<file path="config.mk">
export PLATFORM = sky130hd
export DESIGN_NAME = serial_rgb_led_line_driver
export DESIGN_NICKNAME = d
export VERILOG_FILES = /design/src/srld_pkg.sv /design/src/srld_pixel_store.sv /design/src/serial_rgb_led_line_driver.sv
export SDC_FILE = /design/constraint.sdc
export NUM_CORES = 1
export LEC_CHECK = 0
export BUFFER_PORTS_ARGS = -buffer_cell sky130_fd_sc_hd__clkbuf_2
export CAP_MARGIN = 20
export CORE_MARGIN = 2
export CORE_UTILIZATION = 35
export CTS_CLUSTER_SIZE = 14
export DETAILED_ROUTE_END_ITERATION = 6
export PLACE_DENSITY_LB_ADDON = 0.25
export SYNTH_ARGS = -nofsm -noshare
export SYNTH_HDL_FRONTEND = slang
export SYNTH_SLANG_ARGS = --single-unit
</file>
<file path="constraint.sdc">
create_clock -name clock -period 10.1 [get_ports clock]
set_input_delay 0.505 -clock clock [delete_from_list [all_inputs] [get_ports clock]]
set_output_delay 0.505 -clock clock [all_outputs]
set_load 0.01 [all_outputs]
</file>
<file path="src/srld_pkg.sv">
package srld_pkg;

   localparam int MAX_LEDS       = 16;
   localparam int LED_INDEX_W    = 4;
   localparam int LED_COUNT_W    = 5;
   localparam int COLOR_W        = 24;
   localparam int BIT_COUNT_W    = 5;
   localparam int BITS_PER_PIXEL = 24;
   localparam int CSR_INDEX_W    = 3;
   localparam int CSR_DATA_W     = 16;

   localparam logic [CSR_INDEX_W-1:0] CSR_ZERO_HIGH  = 3'd0;
   localparam logic [CSR_INDEX_W-1:0] CSR_ONE_HIGH   = 3'd1;
   localparam logic [CSR_INDEX_W-1:0] CSR_BIT_PERIOD = 3'd2;
   localparam logic [CSR_INDEX_W-1:0] CSR_LATCH      = 3'd3;
   localparam logic [CSR_INDEX_W-1:0] CSR_ACTIVE     = 3'd4;

   localparam logic [7:0]             ZERO_HIGH_RESET  = 8'd18;
   localparam logic [7:0]             ONE_HIGH_RESET   = 8'd50;
   localparam logic [7:0]             BIT_PERIOD_RESET = 8'd90;
   localparam logic [15:0]            LATCH_RESET      = 16'd21600;
   localparam logic [LED_COUNT_W-1:0] ACTIVE_RESET     = 5'd10;

   typedef enum logic [1:0] {
      CMD_TICK      = 2'd0,
      CMD_WRITE_ONE = 2'd1,
      CMD_WRITE_ALL = 2'd2,
      CMD_START     = 2'd3
   } cmd_type;

   typedef enum logic [2:0] {
      PH_IDLE  = 3'b001,
      PH_SEND  = 3'b010,
      PH_LATCH = 3'b100
   } phase_type;

   typedef struct packed {
      logic [1:0]             command;
      logic [LED_INDEX_W-1:0] pixel_index;
      logic [7:0]             red;
      logic [7:0]             green;
      logic [7:0]             blue;
   } req_type;

   typedef struct packed {
      logic line_level;
      logic busy_res;
      logic frame_done;
   } rsp_type;

   typedef struct packed {
      logic                   write_one;
      logic                   write_all;
      logic [LED_INDEX_W-1:0] index;
      logic [COLOR_W-1:0]     color;
   } store_wr_type;

endpackage

</file>
<file path="src/srld_pixel_store.sv">
module srld_pixel_store (
   input  logic                               clock,
   input  logic                               reset,
   input  srld_pkg::store_wr_type             wr,
   input  logic [srld_pkg::LED_INDEX_W-1:0]   rd_addr,
   output logic [srld_pkg::COLOR_W-1:0]       rd_data
);

   logic [srld_pkg::COLOR_W-1:0] pixel_ff [srld_pkg::MAX_LEDS];

   always_ff @(posedge clock) begin
      if (reset) begin
         for (int i = 0; i < srld_pkg::MAX_LEDS; i++) begin
            pixel_ff[i] <= '0;
         end
      end else begin
         for (int i = 0; i < srld_pkg::MAX_LEDS; i++) begin
            if (wr.write_all ||
                (wr.write_one && (wr.index == srld_pkg::LED_INDEX_W'(i)))) begin
               pixel_ff[i] <= wr.color;
            end
         end
      end
   end

   assign rd_data = pixel_ff[rd_addr];

endmodule

</file>
<file path="src/serial_rgb_led_line_driver.sv">
// Serial RGB LED line driver. Each request word carries one command: a tick
// advances the line waveform by one tick, the two write commands set one
// pixel or all sixteen pixels of the store (green, red, blue order on the
// line, most significant bit first), and a start command begins a frame.
// Writes and starts are ignored while a frame or its latch period runs.
// Every request word yields exactly one response word with the line level
// for that tick, the busy flag and the frame-done pulse. A word is processed
// combinationally between the request register and the response register, so
// one word per clock is sustained while the response side does not stall.
// The request side stalls while reset is high. The pixel store clears at
// reset with no sweep.
module serial_rgb_led_line_driver (
   input  logic                                 clock,
   input  logic                                 reset,
   input  logic                                 req_valid,
   output logic                                 req_stall,
   input  srld_pkg::req_type                    req_payload,
   output logic                                 rsp_valid,
   input  logic                                 rsp_stall,
   output srld_pkg::rsp_type                    rsp_payload,
   input  logic                                 csr_write_enable,
   input  logic [srld_pkg::CSR_INDEX_W-1:0]     csr_index,
   input  logic [srld_pkg::CSR_DATA_W-1:0]      csr_write_data
);

   logic [7:0]                         zero_high_ff;
   logic [7:0]                         one_high_ff;
   logic [7:0]                         bit_period_ff;
   logic [15:0]                        latch_ticks_ff;
   logic [srld_pkg::LED_COUNT_W-1:0]   active_leds_ff;

   logic                               in_valid_ff, in_valid_in;
   srld_pkg::req_type                  in_word_ff;
   logic                               rsp_valid_ff, rsp_valid_in;
   srld_pkg::rsp_type                  rsp_word_ff, rsp_word_in;

   srld_pkg::phase_type                phase_ff, phase_in;
   logic [srld_pkg::LED_INDEX_W-1:0]   pixel_counter_ff, pixel_counter_in;
   logic [srld_pkg::BIT_COUNT_W-1:0]   bit_counter_ff, bit_counter_in;
   logic [7:0]                         slot_ticks_ff, slot_ticks_in;
   logic [15:0]                        latch_counter_ff, latch_counter_in;
   logic [srld_pkg::COLOR_W-1:0]       shift_word_ff, shift_word_in;

   logic                               accept;
   logic                               advance;
   logic [srld_pkg::LED_COUNT_W-1:0]   led_count;
   logic [srld_pkg::LED_COUNT_W-1:0]   next_pixel;
   logic [7:0]                         high_now;
   logic [7:0]                         high_next;
   logic [7:0]                         slot_inc;
   logic [15:0]                        latch_inc;
   logic [srld_pkg::BIT_COUNT_W-1:0]   bit_inc;
   logic                               level_now;
   srld_pkg::store_wr_type             store_wr;
   logic [srld_pkg::LED_INDEX_W-1:0]   rd_addr;
   logic [srld_pkg::COLOR_W-1:0]       rd_data;

   srld_pixel_store u_store (
      .clock   (clock),
      .reset   (reset),
      .wr      (store_wr),
      .rd_addr (rd_addr),
      .rd_data (rd_data)
   );

   assign advance   = in_valid_ff && (!rsp_valid_ff || !rsp_stall);
   assign req_stall = reset || (in_valid_ff && !advance);
   assign accept    = req_valid && !req_stall;

   assign rsp_valid   = rsp_valid_ff;
   assign rsp_payload = rsp_word_ff;

   assign led_count = (active_leds_ff > srld_pkg::LED_COUNT_W'(srld_pkg::MAX_LEDS)) ?
                      srld_pkg::LED_COUNT_W'(srld_pkg::MAX_LEDS) : active_leds_ff;
   assign next_pixel = {1'b0, pixel_counter_ff} + srld_pkg::LED_COUNT_W'(1);
   assign high_now   = shift_word_ff[srld_pkg::COLOR_W-1] ? one_high_ff : zero_high_ff;
   assign high_next  = shift_word_in[srld_pkg::COLOR_W-1] ? one_high_ff : zero_high_ff;
   assign slot_inc   = slot_ticks_ff + 8'd1;
   assign latch_inc  = latch_counter_ff + 16'd1;
   assign bit_inc    = bit_counter_ff + srld_pkg::BIT_COUNT_W'(1);
   assign level_now  = (phase_ff == srld_pkg::PH_SEND) && (slot_ticks_ff < high_now);

   always_comb begin
      phase_in         = phase_ff;
      pixel_counter_in = pixel_counter_ff;
      bit_counter_in   = bit_counter_ff;
      slot_ticks_in    = slot_ticks_ff;
      latch_counter_in = latch_counter_ff;
      shift_word_in    = shift_word_ff;
      store_wr         = '0;
      store_wr.index   = in_word_ff.pixel_index;
      store_wr.color   = {in_word_ff.green, in_word_ff.red, in_word_ff.blue};
      rd_addr          = '0;
      rsp_word_in      = '0;

      if (advance) begin
         unique case (srld_pkg::cmd_type'(in_word_ff.command))
            srld_pkg::CMD_TICK: begin
               unique case (phase_ff)
                  srld_pkg::PH_SEND: begin
                     slot_ticks_in = slot_inc;
                     if ((slot_inc >= bit_period_ff) || (slot_inc == 8'd0)) begin
                        slot_ticks_in  = '0;
                        shift_word_in  = {shift_word_ff[srld_pkg::COLOR_W-2:0], 1'b0};
                        bit_counter_in = bit_inc;
                        if (bit_inc >= srld_pkg::BIT_COUNT_W'(srld_pkg::BITS_PER_PIXEL)) begin
                           if (next_pixel >= led_count) begin
                              phase_in         = srld_pkg::PH_LATCH;
                              latch_counter_in = '0;
                           end else begin
                              pixel_counter_in = next_pixel[srld_pkg::LED_INDEX_W-1:0];
                              rd_addr          = next_pixel[srld_pkg::LED_INDEX_W-1:0];
                              shift_word_in    = rd_data;
                              bit_counter_in   = '0;
                           end
                        end
                     end
                  end
                  srld_pkg::PH_LATCH: begin
                     latch_counter_in = latch_inc;
                     if ((latch_inc >= latch_ticks_ff) || (latch_inc == 16'd0)) begin
                        latch_counter_in       = '0;
                        phase_in               = srld_pkg::PH_IDLE;
                        rsp_word_in.frame_done = 1'b1;
                     end
                  end
                  default: begin
                  end
               endcase
            end
            srld_pkg::CMD_WRITE_ONE: begin
               store_wr.write_one = (phase_ff == srld_pkg::PH_IDLE) &&
                                    ({1'b0, in_word_ff.pixel_index} < led_count);
            end
            srld_pkg::CMD_WRITE_ALL: begin
               store_wr.write_all = (phase_ff == srld_pkg::PH_IDLE);
            end
            srld_pkg::CMD_START: begin
               if (phase_ff == srld_pkg::PH_IDLE) begin
                  pixel_counter_in = '0;
                  bit_counter_in   = '0;
                  slot_ticks_in    = '0;
                  if (led_count == '0) begin
                     shift_word_in    = '0;
                     phase_in         = srld_pkg::PH_LATCH;
                     latch_counter_in = '0;
                  end else begin
                     shift_word_in = rd_data;
                     phase_in      = srld_pkg::PH_SEND;
                  end
               end
            end
            default: begin
            end
         endcase

         if (in_word_ff.command == srld_pkg::CMD_TICK) begin
            rsp_word_in.line_level = level_now;
         end else begin
            rsp_word_in.line_level = (phase_in == srld_pkg::PH_SEND) &&
                                     (slot_ticks_in < high_next);
         end
         rsp_word_in.busy_res = (phase_in != srld_pkg::PH_IDLE);
      end
   end

   always_comb begin
      if (accept) begin
         in_valid_in = 1'b1;
      end else if (advance) begin
         in_valid_in = 1'b0;
      end else begin
         in_valid_in = in_valid_ff;
      end

      if (advance) begin
         rsp_valid_in = 1'b1;
      end else if (!rsp_stall) begin
         rsp_valid_in = 1'b0;
      end else begin
         rsp_valid_in = rsp_valid_ff;
      end
   end

   always_ff @(posedge clock) begin
      if (reset) begin
         in_valid_ff      <= 1'b0;
         rsp_valid_ff     <= 1'b0;
         phase_ff         <= srld_pkg::PH_IDLE;
         pixel_counter_ff <= '0;
         bit_counter_ff   <= '0;
         slot_ticks_ff    <= '0;
         latch_counter_ff <= '0;
         shift_word_ff    <= '0;
      end else begin
         in_valid_ff      <= in_valid_in;
         rsp_valid_ff     <= rsp_valid_in;
         phase_ff         <= phase_in;
         pixel_counter_ff <= pixel_counter_in;
         bit_counter_ff   <= bit_counter_in;
         slot_ticks_ff    <= slot_ticks_in;
         latch_counter_ff <= latch_counter_in;
         shift_word_ff    <= shift_word_in;
      end
   end

   always_ff @(posedge clock) begin
      if (accept) begin
         in_word_ff <= req_payload;
      end
      if (advance) begin
         rsp_word_ff <= rsp_word_in;
      end
   end

   always_ff @(posedge clock) begin
      if (reset) begin
         zero_high_ff   <= srld_pkg::ZERO_HIGH_RESET;
         one_high_ff    <= srld_pkg::ONE_HIGH_RESET;
         bit_period_ff  <= srld_pkg::BIT_PERIOD_RESET;
         latch_ticks_ff <= srld_pkg::LATCH_RESET;
         active_leds_ff <= srld_pkg::ACTIVE_RESET;
      end else if (csr_write_enable) begin
         unique case (csr_index)
            srld_pkg::CSR_ZERO_HIGH:  zero_high_ff   <= csr_write_data[7:0];
            srld_pkg::CSR_ONE_HIGH:   one_high_ff    <= csr_write_data[7:0];
            srld_pkg::CSR_BIT_PERIOD: bit_period_ff  <= csr_write_data[7:0];
            srld_pkg::CSR_LATCH:      latch_ticks_ff <= csr_write_data[15:0];
            srld_pkg::CSR_ACTIVE:     active_leds_ff <= csr_write_data[srld_pkg::LED_COUNT_W-1:0];
            default: begin
            end
         endcase
      end
   end

endmodule

</file>
==> results.sh, run 1 <==
export IMPL_outcome="finished, final reports clean"
export IMPL_fin_crit_sh_pct=57.3
export IMPL_layout_common_cells="edfxtp_1, nor2_1, nand2_1, dfxtp_1, mux2i_1"
export IMPL_grt_remaining_overflow=0
export IMPL_r2r_start="pixel_counter_ff[0]"
export IMPL_cp_arrival_ns=6.29
export IMPL_synth_top_area_share_pct=52.3
export IMPL_critPathMaxFanout=15
export IMPL_critPathTopFamily="compound AO/OA/AOI/OAI gates"
export IMPL_setup_tns_ns=0
export IMPL_vias=15900
export IMPL_io_buffers=58
export IMPL_drc=0
export IMPL_clock_path_buffers=3
export IMPL_dp_hpwl_um=37100
export IMPL_start_kind="register"
export IMPL_die_w_um=265
export IMPL_synth_edf_count=417
export IMPL_cts_hold_fix_buffers=0
export IMPL_required_ns=10.60
export IMPL_dr_pass1_iters=6
export IMPL_drv_slew=0
export IMPL_slew_headroom_pct=24.0
export IMPL_critPathKind="reg -> reg"
export IMPL_path_cells="ha_1 > xor2_1 > ha_1 > o211ai_1 > o21a_1 > o221ai_2 > a211oi_1 > o2111ai_1 > nand2_1 > o21a_1 > mux2i_1 > ha_1 > and4_1 > a21oi_1 > and3_1 > nand3b_1 > nor4_1 > nand3_1 > nand4_1"
export IMPL_root_buffer="clkbuf_16"
export IMPL_post_cts_buffers=0
export IMPL_period_needed_ns=5.78
export IMPL_finalHoldViolations=0
export IMPL_seq_area_frac_synth_pct=61.3
export IMPL_p_leak_nw=10.1
export IMPL_p_total_mw=4.91
export IMPL_drive_gt1_share_pct=14.3
export IMPL_crit_cells=19
export IMPL_synth_cells=1983
export IMPL_setup_ws_ns=4.32
export IMPL_critPathCapture="rsp_payload[2]"
export IMPL_critical_path_max_stage_delay_ns=0.74
export IMPL_crit_start="pixel_counter_ff[0]"
export IMPL_maxCapViolations=0
export IMPL_grt_pass1_wl_um=100000
export IMPL_ios=59
export IMPL_syn_area_sq_um=23900
export IMPL_ys_warn_count=0
export IMPL_synth_area_leaders="edfxtp_1, dfxtp_1, nor2_1, mux4_2, mux2i_1"
export IMPL_antenna_found_initial=1
export IMPL_setup_reg_to_reg_worst_slack_ns=4.32
export IMPL_setup_viol=0
export IMPL_ys_seq_elements=524
export IMPL_cts_resized_gates=0
export IMPL_rr_worst_depth=19
export IMPL_cp_common_cell="ha_1"
export IMPL_skew_ns=0.0502
export IMPL_start_util_pct=35.5
export IMPL_peakVddDrop_mv=0.126
export IMPL_end_kind="register"
export IMPL_grt_total_usage_pct=18.8
export IMPL_min_path_cells=1
export IMPL_p_per_area_nw_per_um2=180
export IMPL_ant_nets=0
export IMPL_first_iter_violations=1280
export IMPL_synth_largest_area_cell="edfxtp_1"
export IMPL_cts_sinks=524
export IMPL_clk_pin_slew_worst_paths_ns=0.06
export IMPL_slowest_stage="dfxtp_1"
export IMPL_grt_pass1_vias=16000
export IMPL_cts_tree="yes"
export IMPL_fmax_ghz=0.173
export IMPL_htreeDepth=2
export IMPL_layout_commonest_cell="edfxtp_1"
export IMPL_core_area_sq_um=67400
export IMPL_syn_area_per_cell_sq_um=12.1
export IMPL_die_area_sq_um=70500
export IMPL_async_flop_share_pct=0
export IMPL_ys_types=73
export IMPL_place_congestion=0.849
export IMPL_timing_rr_end="rsp_payload[2]"
export IMPL_rsz0062_at_grt="false"
export IMPL_avgViaCountPerCell=5.46
export IMPL_cts_buffers=58
export IMPL_path_buf_inv=0
export IMPL_worst_slew_pin_slew_ns=1.14
export IMPL_rows=95
export IMPL_syn_to_final_growth_pct=13.9
export IMPL_die_y_um=265
export IMPL_syn_nets=2092
export IMPL_antenna_cells=0
export IMPL_min_path_type="in -> reg"
export IMPL_clk_latency_ns=0.64
export IMPL_wl_per_cell_um=22.5
export IMPL_nets=2106
export IMPL_grt_max_degree=133
export IMPL_wirelength_um=65800
export IMPL_yosys_most_used_dff="edfxtp_1"
export IMPL_pre_cts_ws_ns=4.37
how the worst min path moves through the flow:
| stage | slack (ns) | endpoint | start |
|---|---|---|---|
| floorplan | 0.44 | latch_ticks_ff[11] | latch_ticks_ff[11] |
| global placement | 0.44 | latch_ticks_ff[7] | latch_ticks_ff[7] |
| detailed placement | 0.45 | latch_ticks_ff[8] | latch_ticks_ff[8] |
| CTS | 0.0003 | in_word_ff[19] | req_payload[19] |
| global route | 0.02 | in_word_ff[19] | req_payload[19] |
| finish | 0.03 | in_word_ff[19] | req_payload[19] |
metrics by stage:
step                hold slack [ns]  utilization [%]  cells  cell area (sq um)
floorplan                     0.436                -   1983              23900
global placement              0.445             37.4   2809              25200
detailed placement            0.449             37.4   2809              25200
CTS                        0.000321             40.4   2918              27200
global route                 0.0158             40.4   2919              27300
finish                       0.0321             40.4   2919              27300
report_power, final:
group | leakage, nW | internal (mW) | switching (mW)
registers | 5.13 | 2.43 | 0.0292
clock network | 0.996 | 1.33 | 0.890
logic | 4.00 | 0.0645 | 0.168
area by class of cell:
| type | count | area (sq um) |
|---|---|---|
| fillers | 6261 | 40100 |
| multi-input cells | 1253 | 8640 |
| inverters | 64 | 240 |
| well taps | 873 | 1090 |
| clock inverters | 32 | 407 |
| repair buffers | 96 | 598 |
| clock buffers | 77 | 1610 |
| flip-flops and latches | 524 | 14700 |
layer usage:
layer	track usage [%]	vias up	routed length (um)
met3	2.57	108	3270
li1	-	7315	-
met1	24.1	8064	28000
met2	33.0	449	32900
met4	5.31	2	1550
met5	0	-	8
state kept, by name (all words and copies together), names as in the netlist, 8 cells and up:
register	cells
latch_counter_ff	16
one_high_ff	8
latch_ticks_ff	16
shift_word_ff	24
bit_period_ff	8
in_word_ff	30
zero_high_ff	8
u_store.pixel_ff	384
slot_ticks_ff	8
cell families after synthesis:
kind of cell,share of synthesized area [%]
xor gates and xnor gates,0.805
buffers and inverters,3.56
adders and majority gates,2.88
DFF,61.3
muxes,8.65
AOI/OAI and AO/OA,9.39
and+or+nand+nor,13.4
cells in the mapped netlist (all sizes together) (9+ instances only):
cell type	instances
buf	41
nand4	10
nand2	187
nor3	24
a221o	22
nor2	329
a21o	17
inv	64
or3	9
a211o	10
nor2b	17
mux2i	101
and3	14
dfxtp	107
nand2b	39
a21oi	84
edfxtp	417
a31oi	24
a32oi	45
nand3b	15
clkbuf	101
ha	55
o21ai	42
xnor2	12
nand3	34
xor2	10
a22oi	9
mux4	45
No activity file was read; power rests on OpenSTA's default activity.
==> run 2, diff against run 1 <==
==> constraint.sdc (replaced) <==
create_clock -name clock -period 5.7 [get_ports clock]
set_input_delay 0.285 -clock clock [delete_from_list [all_inputs] [get_ports clock]]
set_output_delay 0.285 -clock clock [all_outputs]
set_load 0.01 [all_outputs]
==> results.sh, run 2 (same netlist as run 1, synthesis figures left out) <==
export IMPL_fin_crit_sh_pct=91.4
export IMPL_dp_hpwl_um=38600
export IMPL_intPower_mw=6.77
export IMPL_swShare_pct=22.6
export IMPL_required_ns=6.17
export IMPL_period_needed_ns=5.21
export IMPL_drive_gt1_share_pct=14.7
export IMPL_grt_max_degree=63
export IMPL_p_per_area_nw_per_um2=314
export IMPL_finish_utilization_pct=41.3
export IMPL_clkPwrFrac_pct=45.2
export IMPL_pwr_share_comb_pct=5.0
export IMPL_cts_sinks=524
export IMPL_clk_latency_ns=0.65
export IMPL_largest_reg_flops=384
export IMPL_first_iter_violations=1378
export IMPL_die_y_um=265
export IMPL_end_kind="register"
export IMPL_clock_path_buffers=3
export IMPL_ant_nets=0
export IMPL_grt_total_usage_pct=18.7
export IMPL_io_buffers=58
export IMPL_path_buf_inv=1
export IMPL_slew_headroom_pct=23.2
export IMPL_dr_pass1_iters=5
export IMPL_core_area_sq_um=67400
export IMPL_critPathTopFamily="simple AND/OR/NAND/NOR gates"
export IMPL_p_total_mw=8.75
export IMPL_p_leak_nw=10.4
export IMPL_cts_tree="yes"
export IMPL_layout_commonest_cell="edfxtp_1"
export IMPL_critPathMaxFanout=11
export IMPL_place_congestion=0.874
export IMPL_path_cells="and3_2 > nand3_1 > xnor2_1 > ha_1 > and3_1 > o21ai_0 > o311ai_1 > buf_4 > nor2_1 > nor3_1 > a31oi_1 > o21a_2 > mux2i_1 > ha_1 > and4_1 > a21oi_1 > and3_1 > nand3b_1 > nor4_1 > nand3_1 > nand4_1"
export IMPL_skew_ns=0.0441
export IMPL_slowest_stage="dfxtp_1"
export IMPL_outcome="finished, final reports clean"
export IMPL_stdcell_count=2975
export IMPL_vias=16100
export IMPL_setup_reg_to_reg_worst_slack_ns=0.49
export IMPL_rsz0062_at_grt="false"
export IMPL_root_buffer="clkbuf_16"
export IMPL_grt_pass1_vias=16100
export IMPL_avgViaCountPerCell=5.40
export IMPL_die_area_sq_um=70500
export IMPL_drv_slew=0
export IMPL_start_kind="register"
export IMPL_critPathKind="reg -> reg"
export IMPL_start_util_pct=35.5
export IMPL_maxCapViolations=0
export IMPL_syn_to_final_growth_pct=16.5
export IMPL_htreeDepth=2
export IMPL_grt_remaining_overflow=0
export IMPL_power_switching_mw=1.98
export IMPL_holdWs_ns=0.0167
export IMPL_rows=95
export IMPL_largest_register="u_store.pixel_ff"
export IMPL_clk_pin_slew_worst_paths_ns=0.06
export IMPL_largestRegisters="u_store.pixel_ff: 384 flops, in_word_ff: 30 flops, shift_word_ff: 24 flops"
export IMPL_setup_tns_ns=0
export IMPL_setup_viol=0
export IMPL_min_path_type="in -> reg"
export IMPL_antenna_cells=0
export IMPL_cts_buffers=57
export IMPL_nets=2162
export IMPL_ios=59
export IMPL_wirelength_um=66400
export IMPL_post_cts_buffers=0
export IMPL_finalHoldViolations=0
export IMPL_drc=0
export IMPL_antenna_found_initial=0
export IMPL_die_w_um=265
export IMPL_wl_per_cell_um=22.3
export IMPL_cp_arrival_ns=5.68
export IMPL_dpl_cell_count=2823
export IMPL_peakVddDrop_mv=0.268
export IMPL_critical_path_max_stage_delay_ns=0.59
export IMPL_layout_common_cells="edfxtp_1, nor2_1, nand2_1, dfxtp_1, mux2i_1"
export IMPL_fmax_ghz=0.192
export IMPL_grt_pass1_wl_um=99700
export IMPL_worst_slew_pin_slew_ns=1.14
export IMPL_seqPwrFrac_pct=49.8
export IMPL_nFillCells=6267
-- run 2: changes by cell type in the layout (fill, tap and decap cells not counted), moves of 2 or more --
cell	previous run	this run
clkinv_2	11	9
clkinv_16	1	3
inv_6	1	3
clkinvlp_4	0	5
dlygate4sd3_1	0	43
buf_12	1	5
buf_4	37	47
clkinv_1	7	4
clkinv_4	3	0
clkbuf_8	9	7
-- run 2: path summary, 6_finish.rpt --
path / from / to / cells past startpoint
worst max-delay path: slot_ticks_ff[2] / rsp_payload[2] / 21
worst min-delay path: csr_write_data[6] / zero_high_ff[6] / 3
worst max register to register: slot_ticks_ff[2] / rsp_payload[2] / 21
worst min register to register: latch_ticks_ff[7] / latch_ticks_ff[7] / 2
-- run 2: per-stage QoR --
stage	worst slack, ns	cell area, sq um
after floorplan	1.15	23900
after global placement	0.477	25400
after detailed placement	0.310	25400
after CTS	0.255	27800
after global routing	0.0744	27900
final	0.492	27900
-- run 2: layout make-up --
| type | instances | area (sq um) | area share, % |
|---|---|---|---|
| timing repair buffer | 153 | 1180 | 4.25 |
| sequential | 524 | 14700 | 52.6 |
| clock buffer | 77 | 1610 | 5.79 |
| inverter | 64 | 240 | 0.862 |
| tap | 873 | 1090 | 3.92 |
| multi-input combinational | 1253 | 8650 | 31.0 |
| clock inverter | 31 | 424 | 1.52 |
-- run 2: worst reg2reg max path, stage by stage (launching register included) --
cell and delay [ns]:
dfxtp_1 0.59, and3_2 0.30, nand3_1 0.11, xnor2_1 0.31
ha_1 0.31, and3_1 0.18, o21ai_0 0.22, o311ai_1 0.13
buf_4 0.18, nor2_1 0.25, nor3_1 0.12, a31oi_1 0.21
o21a_2 0.38, mux2i_1 0.28, ha_1 0.27, and4_1 0.22
a21oi_1 0.14, and3_1 0.16, nand3b_1 0.10, nor4_1 0.34
nand3_1 0.14, nand4_1 0.12
-- run 2: layer usage --
layer | vias to the layer above | wire length [um] | GRT usage, %
met1 | 8087 | 28700 | 24.5
met4 | 0 | 1360 | 4.57
met3 | 93 | 3620 | 2.86
met2 | 458 | 32700 | 32.3
li1 | 7421 | - | -
met5 | - | 0 | 0
-- run 2: power by group through the flow --
stage | Sequential [mW] | Clock, mW | Combinational [mW]
after global routing | 4.37 | 4.16 | 0.471
after floorplan | 4.43 | 0 | 0.235
after CTS | 4.36 | 4.03 | 0.439
after global placement | 4.43 | 0 | 0.409
final | 4.36 | 3.95 | 0.436
after detailed placement | 4.44 | 0 | 0.414
-- run 2: timing repair --
item / CTS / global route
endpoints found under the hold margin: 45 / 0
gates resized for setup: 0 / 2
endpoints found under the setup margin: 0 / 1
hold buffers: 43 / 0
==> run 3, diff against run 2 <==
--- a/config.mk
+++ b/config.mk
@@ -5,13 +5,16 @@
 export SDC_FILE = /design/constraint.sdc
 export NUM_CORES = 1
 export LEC_CHECK = 0
+export ABC_AREA = 1
 export BUFFER_PORTS_ARGS = -buffer_cell sky130_fd_sc_hd__clkbuf_2
 export CAP_MARGIN = 20
 export CORE_MARGIN = 2
 export CORE_UTILIZATION = 35
+export CTS_CLUSTER_DIAMETER = 60
 export CTS_CLUSTER_SIZE = 14
 export DETAILED_ROUTE_END_ITERATION = 6
 export PLACE_DENSITY_LB_ADDON = 0.25
+export SETUP_SLACK_MARGIN = 0.15
 export SYNTH_ARGS = -nofsm -noshare
 export SYNTH_HDL_FRONTEND = slang
 export SYNTH_SLANG_ARGS = --single-unit
==> results.sh, run 3 <==
export IMPL_outcome="finished, final reports clean"
export IMPL_synth_most_common_cell="edfxtp_1"
export IMPL_end_kind="register"
export IMPL_required_ns=6.18
export IMPL_ys_warn_count=0
export IMPL_syn_nets=2718
export IMPL_ant_nets=0
export IMPL_fmax_ghz=0.203
export IMPL_avgViaCountPerCell=5.16
export IMPL_critPathTopFamily="simple AND/OR/NAND/NOR gates"
export IMPL_period_needed_ns=4.93
export IMPL_synth_area_leaders="edfxtp_1, dfxtp_1, nand3_1, nand2_1, nor2_1"
export IMPL_grt_max_degree=148
export IMPL_dp_hpwl_um=42300
export IMPL_min_path_cells=3
export IMPL_cts_sinks=524
export IMPL_synth_top_area_share_pct=50.9
export IMPL_path_buf_inv=1
export IMPL_slew_headroom_pct=28.0
export IMPL_setup_tns_ns=0
export IMPL_async_flop_share_pct=0
export IMPL_wl_per_cell_um=19.1
export IMPL_wirelength_um=69100
export IMPL_p_per_area_nw_per_um2=291
export IMPL_drc=0
export IMPL_setup_viol=0
export IMPL_critical_path_max_stage_delay_ns=0.52
export IMPL_fin_crit_sh_pct=86.5
export IMPL_drv_slew=0
export IMPL_ys_top_cells_by_count="edfxtp_1, nand3_1, nand2_1"
export IMPL_start_util_pct=35.3
export IMPL_antenna_found_initial=0
export IMPL_grt_total_usage_pct=18.8
export IMPL_vias=18700
export IMPL_core_area_sq_um=69800
export IMPL_grt_remaining_overflow=0
export IMPL_worst_slew_pin_slew_ns=1.08
export IMPL_die_w_um=269
export IMPL_syn_area_sq_um=24600
export IMPL_rr_worst_depth=26
export IMPL_slowest_stage="nor2_4"
export IMPL_stdcell_count=3611
export IMPL_grt_pass1_wl_um=107000
export IMPL_first_iter_violations=1700
export IMPL_ys_seq_elements=524
export IMPL_clk_pin_slew_worst_paths_ns=0.07
export IMPL_largestRegisters="u_store.pixel_ff: 384 flops, in_word_ff: 30 flops, shift_word_ff: 24 flops"
export IMPL_htreeDepth=2
export IMPL_rsz0062_at_grt="false"
export IMPL_synth_largest_area_cell="edfxtp_1"
export IMPL_maxCapViolations=0
export IMPL_ios=59
export IMPL_post_cts_buffers=0
export IMPL_die_area_sq_um=72400
export IMPL_clock_path_buffers=3
export IMPL_min_path_type="in -> reg"
export IMPL_antenna_cells=0
export IMPL_die_y_um=269
export IMPL_synth_cells=2609
export IMPL_crit_cells=26
export IMPL_cts_hold_fix_buffers=44
export IMPL_io_buffers=58
export IMPL_grt_pass1_vias=18000
export IMPL_clk_latency_ns=0.61
export IMPL_dr_pass1_iters=6
export IMPL_largest_reg_flops=384
export IMPL_critPathMaxFanout=23
export IMPL_layout_commonest_cell="edfxtp_1"
export IMPL_p_leak_nw=11.0
export IMPL_yosys_most_used_dff="edfxtp_1"
export IMPL_critPathKind="reg -> reg"
export IMPL_peakVddDrop_mv=0.168
export IMPL_cts_resized_gates=0
export IMPL_start_kind="register"
export IMPL_largest_register="u_store.pixel_ff"
export IMPL_cp_common_cell="nand2_1"
export IMPL_finalHoldViolations=0
export IMPL_cp_arrival_ns=5.41
export IMPL_finish_utilization_pct=39.7
export IMPL_nets=2745
export IMPL_cts_tree="yes"
export IMPL_syn_area_per_cell_sq_um=9.43
export IMPL_layout_common_cells="edfxtp_1, nand3_1, nand2_1, nor2_1, inv_1"
export IMPL_synth_edf_count=417
export IMPL_setup_reg_to_reg_worst_slack_ns=0.77
export IMPL_drive_gt1_share_pct=7.60
export IMPL_ys_types=53
export IMPL_seq_area_frac_synth_pct=59.6
export IMPL_dpl_cell_count=3482
export IMPL_syn_to_final_growth_pct=12.5
export IMPL_cts_buffers=48
export IMPL_place_congestion=0.831
export IMPL_root_buffer="clkbuf_16"
export IMPL_rows=97
export IMPL_skew_ns=0.0292
run 3: cell count changes in the layout (fill, tap and decap cells not counted), sizes merged, moves of 20 or more:
cell / delta
nand3: +338
nand2: +183
inv: +182
o21ai: +165
a21oi: +126
mux2i: -87
a32oi: -45
mux4: -45
nand2b: -39
nor2: +25
a221o: -22
a31oi: -20
run 3: worst reg2reg max path, stage by stage (launching register included):
cell and delay [ns]:
dfxtp_1 0.47, ha_1 0.23, xor2_1 0.38, ha_1 0.31, and3_1 0.14, a21oi_1 0.27, nand3_2 0.19, nor2_4 0.52
nand3_4 0.24, nand2_1 0.13, nand3_1 0.08, nand3_1 0.09, nand3_1 0.07, nand3_1 0.11, nand2_1 0.09, nand2_2 0.14
nand2_8 0.10, mux2i_1 0.13, ha_1 0.31, a211o_1 0.27, a21oi_1 0.13, nand3b_1 0.09, nor2_1 0.11, nand2_1 0.06
inv_1 0.04, nand2_1 0.05, nand2_1 0.05
run 3: area by class of cell:
cell class,count,area [sq um]
clock buffer,73,1390
timing repair buffer,139,1030
sequential,524,14700
tap,940,1180
multi-input combinational,1675,8350
inverter,248,935
fill,6901,42100
clock inverter,12,145
run 3: per-layer routing:
| layer | wire length [um] | track usage (%) | share of wire, % | vias up |
|---|---|---|---|---|
| met5 | 0 | 0 | 0 | - |
| met4 | 2050 | 6.19 | 3.0 | 0 |
| met3 | 4360 | 3.56 | 6.3 | 109 |
| met2 | 32800 | 31.3 | 48 | 577 |
| met1 | 29900 | 24.7 | 43 | 8986 |
| li1 | - | - | - | 8978 |
run 3: kinds of logic (layout without fill, tap and decap cells):
kind of cell,count (synthesis),in the layout,synth area share (%)
buffers and inverters,410,472,6.62
AO/OA/AOI/OAI,458,458,9.75
flip-flops,524,524,59.6
multiplexers,14,14,0.570
XOR/XNOR,15,15,0.565
AND/OR/NAND/NOR,1133,1133,20.1
adder cells (fa/ha/maj),55,55,2.80
run 3: through the flow:
| stage | cell area [sq um] | setup slack, ns | hold WS [ns] | power [mW] |
|---|---|---|---|---|
| final | 27700 | 0.771 | 0.0386 | 8.04 |
| after floorplan | 24600 | 1.70 | 0.384 | 4.68 |
| after detailed placement | 25700 | 0.823 | 0.454 | 4.87 |
| after global placement | 25700 | 0.971 | 0.450 | 4.86 |
| after global routing | 27700 | 0.292 | 0.0251 | 8.32 |
| after CTS | 27700 | 0.789 | 0.00326 | 8.11 |
run 3: report_power, final:
part | leakage (nW) | switching [mW] | internal [mW] | total, mW
clock network | 0.745 | 1.49 | 1.75 | 3.23
registers | 5.16 | 0.0568 | 4.31 | 4.37
logic | 5.06 | 0.322 | 0.122 | 0.444
total | 11.0 | 1.87 | 6.18 | 8.04
run 3: final timing paths:
path,startpoint,endpoint
worst max register to register,pixel_counter_ff[0],rsp_payload[2]
worst min register to register,shift_word_ff[6],shift_word_ff[6]
worst max-delay path,pixel_counter_ff[0],rsp_payload[2]
worst min-delay path,csr_write_data[1],active_leds_ff[1]
